### src/bnc_pkg.sv
// Package for the bracket nesting checker: stack sizing, bracket kinds,
// cell shift operations and the character decoder. No dependencies.
`timescale 1ns / 1ps

package bnc_pkg;

   localparam int STACK_DEPTH = 64;
   localparam int COUNT_W     = $clog2(STACK_DEPTH + 1);

   typedef logic [COUNT_W-1:0] count_type;

   typedef enum logic [1:0] {
      KIND_NONE   = 2'd0,
      KIND_SQUARE = 2'd1,
      KIND_BRACE  = 2'd2,
      KIND_PAREN  = 2'd3
   } kind_type;

   typedef enum logic [1:0] {
      SHIFT_HOLD = 2'd0,
      SHIFT_PUSH = 2'd1,
      SHIFT_POP  = 2'd2
   } shift_type;

   localparam logic [7:0] CHAR_OPEN_SQUARE  = 8'h5B;
   localparam logic [7:0] CHAR_OPEN_BRACE   = 8'h7B;
   localparam logic [7:0] CHAR_OPEN_PAREN   = 8'h28;
   localparam logic [7:0] CHAR_CLOSE_SQUARE = 8'h5D;
   localparam logic [7:0] CHAR_CLOSE_BRACE  = 8'h7D;
   localparam logic [7:0] CHAR_CLOSE_PAREN  = 8'h29;

   typedef struct packed {
      kind_type open_kind;
      kind_type close_kind;
   } decode_type;

   function automatic decode_type decode_char(input logic [7:0] ch);
      decode_type d;
      d.open_kind  = KIND_NONE;
      d.close_kind = KIND_NONE;
      case (ch)
         CHAR_OPEN_SQUARE:  d.open_kind  = KIND_SQUARE;
         CHAR_OPEN_BRACE:   d.open_kind  = KIND_BRACE;
         CHAR_OPEN_PAREN:   d.open_kind  = KIND_PAREN;
         CHAR_CLOSE_SQUARE: d.close_kind = KIND_SQUARE;
         CHAR_CLOSE_BRACE:  d.close_kind = KIND_BRACE;
         CHAR_CLOSE_PAREN:  d.close_kind = KIND_PAREN;
         default: begin
            d.open_kind  = KIND_NONE;
            d.close_kind = KIND_NONE;
         end
      endcase
      return d;
   endfunction

endpackage

### src/bnc_cell.sv
// One entry of the shift stack: holds a bracket kind and takes its neighbor's
// kind on push or pop. Depends on bnc_pkg.
`timescale 1ns / 1ps

module bnc_cell
   import bnc_pkg::*;
(
   input  logic      clock,
   input  shift_type shift_op,
   input  kind_type  kind_above,
   input  kind_type  kind_below,
   output kind_type  kind
);

   kind_type kind_ff;
   kind_type kind_in;

   always_comb begin
      case (shift_op)
         SHIFT_PUSH: kind_in = kind_above;
         SHIFT_POP:  kind_in = kind_below;
         default:    kind_in = kind_ff;
      endcase
   end

   always_ff @(posedge clock) begin
      kind_ff <= kind_in;
   end

   assign kind = kind_ff;

endmodule

### src/bracket_nesting_checker_top.sv
// Bracket nesting checker: a row of bnc_cell stack entries with the push, pop
// and failure control and the result register. Depends on bnc_pkg and bnc_cell.
//
// Usage: one character per req_ beat (req_ch, req_last). On a beat with
// req_last high the character is handled and one rsp_ beat follows with
// rsp_balanced (no failure and all brackets closed) and rsp_overflowed
// (an opener found the stack full). Beats with req_last low give no result.
// The result is valid the cycle after the last character is taken.
// Throughput: one character per cycle while req_ready is high; the stack is a shift chain of
// STACK_DEPTH cells whose push or pop is decided combinationally from the top entry.
// Reset: the stack is emptied, the failure and overflow flags and the result
// valid flag clear; cell contents and the result fields are left as they are.
// Stall: while a result waits and rsp_ready is low, req_ready drops; it stays
// high while the waiting result is taken in the same cycle.
`timescale 1ns / 1ps

module bracket_nesting_checker_top
   import bnc_pkg::*;
(
   input  logic       clock,
   input  logic       reset,
   input  logic       req_valid,
   output logic       req_ready,
   input  logic [7:0] req_ch,
   input  logic       req_last,
   output logic       rsp_valid,
   input  logic       rsp_ready,
   output logic       rsp_balanced,
   output logic       rsp_overflowed
);

   count_type count_ff, count_in;
   logic      failed_ff, failed_in;
   logic      ovf_ff, ovf_in;
   logic      rsp_valid_ff, rsp_valid_in;
   logic      balanced_ff, balanced_in;
   logic      overflowed_ff, overflowed_in;

   kind_type   kinds [STACK_DEPTH];
   shift_type  shift_op;
   kind_type   top_kind;
   kind_type   nest_level;
   decode_type dec;
   logic       accept;
   logic       fail_now, ovf_now;
   count_type  count_next;

   assign accept    = req_valid && req_ready;
   assign req_ready = !rsp_valid_ff || rsp_ready;

   assign dec        = decode_char(req_ch);
   assign top_kind   = kinds[0];
   assign nest_level = (count_ff != '0) ? top_kind : KIND_NONE;

   always_comb begin
      shift_op   = SHIFT_HOLD;
      fail_now   = 1'b0;
      ovf_now    = 1'b0;
      count_next = count_ff;
      if (!failed_ff) begin
         if (dec.open_kind != KIND_NONE) begin
            if (nest_level > dec.open_kind) begin
               fail_now = 1'b1;
            end else if (count_ff == count_type'(STACK_DEPTH)) begin
               fail_now = 1'b1;
               ovf_now  = 1'b1;
            end else begin
               shift_op   = SHIFT_PUSH;
               count_next = count_ff + count_type'(1);
            end
         end else if (dec.close_kind != KIND_NONE && count_ff != '0 &&
                      top_kind == dec.close_kind) begin
            shift_op   = SHIFT_POP;
            count_next = count_ff - count_type'(1);
         end
      end
   end

   for (genvar i = 0; i < STACK_DEPTH; i++) begin : g_cell
      kind_type above, below;
      if (i == 0) begin : g_top
         assign above = dec.open_kind;
      end else begin : g_mid
         assign above = kinds[i-1];
      end
      if (i == STACK_DEPTH - 1) begin : g_bottom
         assign below = KIND_NONE;
      end else begin : g_upper
         assign below = kinds[i+1];
      end
      bnc_cell u_cell (
         .clock      (clock),
         .shift_op   (accept ? shift_op : SHIFT_HOLD),
         .kind_above (above),
         .kind_below (below),
         .kind       (kinds[i])
      );
   end

   always_comb begin
      count_in      = count_ff;
      failed_in     = failed_ff;
      ovf_in        = ovf_ff;
      rsp_valid_in  = rsp_valid_ff && !rsp_ready;
      balanced_in   = balanced_ff;
      overflowed_in = overflowed_ff;
      if (accept) begin
         if (req_last) begin
            rsp_valid_in  = 1'b1;
            balanced_in   = !(failed_ff || fail_now) && count_next == '0;
            overflowed_in = ovf_ff || ovf_now;
            count_in      = '0;
            failed_in     = 1'b0;
            ovf_in        = 1'b0;
         end else begin
            count_in  = count_next;
            failed_in = failed_ff || fail_now;
            ovf_in    = ovf_ff || ovf_now;
         end
      end
   end

   always_ff @(posedge clock) begin
      if (reset) begin
         count_ff     <= '0;
         failed_ff    <= 1'b0;
         ovf_ff       <= 1'b0;
         rsp_valid_ff <= 1'b0;
      end else begin
         count_ff     <= count_in;
         failed_ff    <= failed_in;
         ovf_ff       <= ovf_in;
         rsp_valid_ff <= rsp_valid_in;
      end
   end

   always_ff @(posedge clock) begin
      balanced_ff   <= balanced_in;
      overflowed_ff <= overflowed_in;
   end

   assign rsp_valid      = rsp_valid_ff;
   assign rsp_balanced   = balanced_ff;
   assign rsp_overflowed = overflowed_ff;

endmodule

### config.mk
export PLATFORM = sky130hd
export DESIGN_NAME = bracket_nesting_checker_top
export DESIGN_NICKNAME = d
export VERILOG_FILES = /design/src/bnc_pkg.sv /design/src/bnc_cell.sv /design/src/bracket_nesting_checker_top.sv
export SDC_FILE = /design/constraint.sdc
export NUM_CORES = 1
export LEC_CHECK = 0
export BUFFER_PORTS_ARGS = -buffer_cell sky130_fd_sc_hd__buf_2
export CORE_MARGIN = 5
export CORE_UTILIZATION = 23
export DETAILED_ROUTE_END_ITERATION = 10
export GPL_TIMING_DRIVEN = 1
export MAX_ROUTING_LAYER = met4
export SYNTH_ARGS = -nofsm -noshare
export SYNTH_HDL_FRONTEND = slang
export SYNTH_SLANG_ARGS = --single-unit
export TNS_END_PERCENT = 20
### constraint.sdc
create_clock -name clock -period 6.4 [get_ports clock]
set_clock_uncertainty 0.1 [all_clocks]
set_input_delay 0.96 -clock clock [delete_from_list [all_inputs] [get_ports clock]]
set_output_delay 0.96 -clock clock [all_outputs]
set_load 0.05 [all_outputs]
==> results of run 1 <==
==> layout make-up <==
class                           count  area share
Multi-Input combinational cell    261      0.3011
Timing Repair Buffer               20     0.01601
Clock inverter                     14     0.02533
Inverter                            7    0.003758
Clock buffer                       18     0.05605
Sequential cell                   140      0.5359
Tap cell                          378     0.06176
==> logic make-up (layout without fill, tap and decap cells) <==
family,after synthesis,after routing
and+or+nand+nor,78,78
AOI/OAI and AO/OA,49,49
muxes,128,128
DFF,140,140
adders and majority gates,6,6
buffers and inverters,29,59
==> critical path, stage by stage (launching register included) <==
cell     delay [ps]
dfxtp_1         360
inv_1           160
ha_1            220
or4b_1          460
or3_1           540
and2_2          290
ha_1            300
nor2b_1         140
o21ai_1         430
nand3_1         200
or3_1           420
ha_2            310
inv_4           470
buf_4           440
==> cells in the mapped netlist, types with 4 or more instances <==
| master | number | area, µm² |
|---|---|---|
| a21oi_1 | 15 | 75.07 |
| a22oi_1 | 5 | 37.54 |
| a31oi_1 | 4 | 25.02 |
| a41oi_1 | 4 | 35.03 |
| and3_1 | 5 | 31.28 |
| clkbuf_1 | 16 | 60.06 |
| dfxtp_1 | 10 | 200.2 |
| edfxtp_1 | 130 | 3904 |
| ha_1 | 6 | 75.07 |
| inv_1 | 7 | 26.28 |
| mux2_2 | 125 | 1408 |
| nand2_1 | 15 | 56.30 |
| nand3_1 | 4 | 20.02 |
| nor2_1 | 13 | 48.80 |
| nor2b_1 | 6 | 37.54 |
| nor3_1 | 9 | 45.04 |
| o21ai_0 | 9 | 45.04 |
==> per-stage QoR <==
stage | cell area [µm²] | hold slack (ps)
final | 7657 | 446.0
after global routing | 7657 | 473.9
after CTS | 7657 | 436.4
after detailed placement | 7034 | 421.1
after global placement | 7034 | 403.3
after floorplan | 6526 | 390.9
==> flip-flops by register name, summed over array words and instances, names as in the netlist <==
register,count
rsp_balanced,1
rsp_overflowed,1
rsp_valid,1
g_cell.u_cell.kind,128
count_ff,7
failed_ff,1
ovf_ff,1
==> worst paths after layout <==
kind	start	endpoint	slack [ps]	depth (start not counted)
worst max-delay path	count_ff[0]	g_cell[20].u_cell.kind[0]	1190	13
worst min-delay path	ovf_ff	ovf_ff	450	2
worst max register to register	count_ff[0]	g_cell[20].u_cell.kind[0]	1190	13
worst min register to register	ovf_ff	ovf_ff	450	2
==> metal layers <==
layer / vias up / share of wire / GRT usage
met3: 37 / 0.047 / 0.02014
met4: 0 / 0.031 / 0.03646
li1: 1734 / - / -
met5: - / 0 / -
met2: 118 / 0.49 / 0.1149
met1: 1751 / 0.43 / 0.08287
==> report_power, final <==
group / total (W) / switching, W / internal [W] / leakage (nW)
logic: 0.0000243 / 0.0000163 / 0.00000805 / 0.792
registers: 0.000990 / 0.00000108 / 0.000989 / 1.14
clock network: 0.00102 / 0.000371 / 0.000654 / 0.297
total: 0.00204 / 0.000388 / 0.00165 / 2.23
==> summary.md, run 1 <==
| Metric | Value |
|---|---|
| Layout Cells excl Fill | 838 |
| Post-CTS setup buffers | 0 |
| TritonCTS Buffers | 17 |
| IO buf count | 16 |
| Netlist cell types | 52 |
| Final ANT Viol Nets | 0 |
| Root Driver | clkbuf_16 |
| Final hold vios | 0 |
| Vias | 3640 |
| Multi-input logic area | 0.002306 mm² |
| Adder-Cell Fraction of Synth Area | 0.01150 |
| Synth Area in Compound Gates | 0.04946 |
| Layout cells sized above 1 | 0.4065 |
| Utilization after layout | 0.2741 |
| Fin. max-slew vios | 0 |
| Power Density | 266.2 mW/mm² |
| Boundary pin count | 17 |
| Initial core utilization | 0.2336 |
| Commonest non-fill, non-tap cell in the layout | edfxtp_1 |
| Gpl congestion | 0.9086 |
| CTS Buffer Depth | 2 |
| # diodes | 0 |
| Core footprint | 0.02793 mm² |
| Final Critical Period | 5214 ps |
| Post-synthesis simple-gate area fraction | 0.07132 |
| Dpl ws | ~1200 ps |
| Die area | approximately 0.032 mm² |
| Area taken by flip-flops and latches | 0.004104 mm² |
| Predominant post-synthesis flop cell | edfxtp_1 |
| Worst-Margin Slew | 878.3 ps |
| Nets | 466 |
| Yosys warning total | 0 |
| Area grow syn2layout | 17.33% |
| Total Neg Setup Slack | 0 ps |
| Critical path class | reg -> reg |
| Mean Syn Cell Area | around 15 µm² |
| XOR/XNOR share of the synthesized area | 0 |
| 1st-pass router iterations | 5 |
| Crit Path Max Fanout | 53 |
| Final Total Pwr | 0.002038 W |
| Clock-pin slew on the worst setup and hold paths | 60 ps |
| HPWL Detailed | 6866 µm |
| #FFs+latches synth | 140 |
| Post-synth EDFFs | 130 |
| First DRT Iteration DRCs | 293 |
| Slew HR | 0.4144 |
| Final setup fails | 0 |
| Syn Nets | 449 |
| Final wirelength | 10770 µm |
| Pleak | 2.227 nW |
| Placed cells | 806 |
| Std cell rows | 61 |
| Overflow after GRT | 0 |
| Clock sinks | 140 |
| H-Tree Depth | 4 |
| Area of the mapped netlist | 0.006526 mm² |
| DRC Markers | 0 |
| Setup repair after global routing missed its margin | no |
| Worst vdd ir | 0.2074 mV |
| Mux cell area share after synthesis | 0.2203 |
| Highest-count cells in the layout ignoring fill and taps | edfxtp_1 (130), mux2_2 (125), clkbuf_16 (17), buf_2 (16) |
| Startpoint Class | register |
| Hold-fix buffers, CTS | 0 |
| Setup ws final | 1186 ps |
| Period utilisation layout | 0.8147 |
| First-pass GRT wire length | 18100 µm |
| Fillers | 2840 |
| Vias in the first global route | 3740 |
| Die H | ~180 µm |
| Total track usage | 0.07189 |
| CP arrival | just over 5000 ps |
| Cts repair resizes | 0 |
| Peak Freq | 0.1918 GHz |
| Die W | 178.5 µm |
| Largest net degree at the start of global routing | 67 |
| Gate Count Post-Synth | 430 |
| Initial antenna violation count | 0 |
| # Max-Cap Violations | 0 |
| Worst min path class | reg -> reg |
| Sequential cell area fraction in the yosys report | 0.6288 |
| Largest family of logic cells by synthesized area | multiplexers |
| Worst EP required | roughly 6400 ps |
| Outcome | completed |
| Worst-skew pair later-pin latency | ~410 ps |
| CP endpoint kind | register |
| CTS tree | done |
| FFs w/ async S/R, synth | 0 |
| Vias/cell | between 4 and 5 |
| Wirelength per Cell | 12.85 µm |
No activity file was read; power rests on OpenSTA's default activity.
==> run 2: changes to the inputs <==
==> constraint.sdc (replaced) <==
create_clock -name clock -period 5.2 [get_ports clock]
set_clock_uncertainty 0.1 [all_clocks]
set_input_delay 0.78 -clock clock [delete_from_list [all_inputs] [get_ports clock]]
set_output_delay 0.78 -clock clock [all_outputs]
set_load 0.05 [all_outputs]
==> summary.md, run 2 (synthesis gave the netlist of run 1 again) <==
| Metric | Value |
|---|---|
| Area grow syn2layout | 17.35% (about the same) |
| Final Critical Period | 4509 ps (-704.7 ps) |
| Core footprint | 0.02793 mm² (unchanged) |
| # diodes | 0 (unchanged) |
| Clock sinks | 140 (unchanged) |
| Vias in the first global route | 3704 (-0.96%) |
| Startpoint Class | register |
| Vias/cell | 4.314 (-0.69%) |
| Layout cells sized above 1 | 0.4348 (+0.02826) |
| CP arrival | 4570 ps (-620 ps) |
| First DRT Iteration DRCs | 396 (+35%) |
| Highest-count cells in the layout ignoring fill and taps | edfxtp_1 (130), mux2_2 (125), clkbuf_16 (17), buf_2 (16) |
| Final wirelength | 10760 µm (about the same) |
| Fillers | 2845 (+0.18%) |
| Largest net degree at the start of global routing | 67 (unchanged) |
| Power Density | 310.2 mW/mm² (+17%) |
| Die H | 178.5 µm (unchanged) |
| Peak Freq | 0.2218 GHz (+16%) |
| Most Used Layer, Global Route | met2 |
| Met1 usage | 0.08492 (+0.002055) |
| Std cell rows | 61 (unchanged) |
| CTS Buffer Depth | 2 (unchanged) |
| Final setup fails | 0 (unchanged) |
| Slew HR | 0.4241 (+0.009641) |
| First-pass GRT wire length | 18190 µm (+0.50%) |
| Initial antenna violation count | 0 (unchanged) |
| Flop2flop setup slack | 690 ps (-500 ps) |
| Worst-Margin Slew | 863.9 ps (-14.46 ps) |
| Wirelength per Cell | 12.84 µm (about the same) |
| Final hold vios | 0 (unchanged) |
| Post-CTS setup buffers | 0 (unchanged) |
| # Max-Cap Violations | 0 (unchanged) |
| Worst min path class | reg -> reg |
| Setup repair after global routing missed its margin | no |
| M2 GR Usage | 0.1133 (-0.001579) |
| Worst-skew pair later-pin latency | 410 ps (about the same) |
| Design area | 0.007659 mm² (about the same) |
| Period utilisation layout | 0.8672 (+0.05248) |
| CTS tree | done |
| Die area | 0.03184 mm² (unchanged) |
| Pleak | 2.220 nW (-0.32%) |
| Root Driver | clkbuf_16 |
| Final ANT Viol Nets | 0 (unchanged) |
| Clock-pin slew on the worst setup and hold paths | 60 ps (about the same) |
| Vias | 3615 (-0.69%) |
| H-Tree Depth | 4 (unchanged) |
| Worst R2R Path Depth | 13 (unchanged) |
| Gpl congestion | 0.8560 (-5.8%) |
| Crit Path Max Fanout | 35 (-34%) |
| Die W | 178.5 µm (unchanged) |
| CP endpoint kind | register |
| Boundary pin count | 17 (unchanged) |
| Max reg flops | 128 (unchanged) |
| M3 GR Usage | 0.02247 (+0.002331) |
| WHS Path Cells | 2 (unchanged) |
| Critical path class | reg -> reg |
| Cts repair resizes | 0 (unchanged) |
| Outcome | completed |
| Commonest non-fill, non-tap cell in the layout | edfxtp_1 |
| Fin. max-slew vios | 0 (unchanged) |
| Nets | 466 (unchanged) |
| Total track usage | 0.07209 (+0.0002011) |
| Area after DPL | 0.007103 mm² (+0.98%) |
| Overflow after GRT | 0 (unchanged) |
| 1st-pass router iterations | 4 (-1) |
| Dpl ws | 704.6 ps (-544.9 ps) |
| Setup ws final | 690.8 ps (-495.3 ps) |
| IO buf count | 16 (unchanged) |
| TritonCTS Buffers | 17 (unchanged) |
| DRC Markers | 0 (unchanged) |
| Worst vdd ir | 0.2368 mV (+14%) |
| Worst EP required | 5260 ps (-1120 ps) |
| Hold-fix buffers, CTS | 0 (unchanged) |
| Initial core utilization | 0.2336 (unchanged) |
| HPWL Detailed | 6892 µm (+0.37%) |
[run 2: cell type report]
type	count	area [µm²]	share of cell area
flip-flops and latches	140	4106	0.5362
multi-input cells	261	2371	0.3096
well taps	378	473.0	0.06175
clock buffers	17	425.4	0.05555
clock inverters	15	130.1	0.01699
repair buffers	20	122.6	0.01601
inverters	7	30.03	0.003921
[run 2: metal layers]
| metal | part of all wire | vias to the layer above |
|---|---|---|
| li1 | - | 1727 |
| met1 | 0.44 | 1780 |
| met2 | 0.49 | 86 |
| met3 | 0.044 | 22 |
| met4 | 0.019 | 0 |
| met5 | 0 | - |
[run 2: path summary, 6_finish.rpt]
kind | from | to
min reg2reg | count_ff[0] | count_ff[0]
min | count_ff[0] | count_ff[0]
max | count_ff[0] | g_cell[6].u_cell.kind[0]
max reg2reg | count_ff[0] | g_cell[6].u_cell.kind[0]
[run 2: metrics by stage]
stage | setup TNS (ps) | total power (W) | cells | hold WS (ps) | util
final | 0 | 0.002376 | 838 | 438.9 | 0.2742
after CTS | 0 | 0.002410 | 838 | 436.9 | 0.2742
after detailed placement | 0 | 0.001272 | 806 | 423.5 | 0.2543
after floorplan | -11700 | 0.001260 | 430 | 390.9 | -
after global routing | 0 | 0.002460 | 838 | 465.8 | 0.2742
after global placement | 0 | 0.001270 | 806 | 406.0 | 0.2543
[run 2: worst max-delay path, cell delays in order, from the launching register on]
cell	delay, ps
dfxtp_2	350
inv_2	110
ha_4	150
or4b_1	450
or3_1	600
and2_4	240
ha_4	260
nor2b_4	160
o21ai_4	110
nand3_2	100
or3_4	150
ha_2	710
buf_4	380
mux2_2	370
[run 2: power by group]
group / switching, W / internal [W] / total, W / leakage [nW]
combinational: 0.0000206 / 0.0000103 / 0.0000309 / 0.806
clock: 0.000499 / 0.000628 / 0.00113 / 0.275
sequential: 0.00000132 / 0.00122 / 0.00122 / 1.14
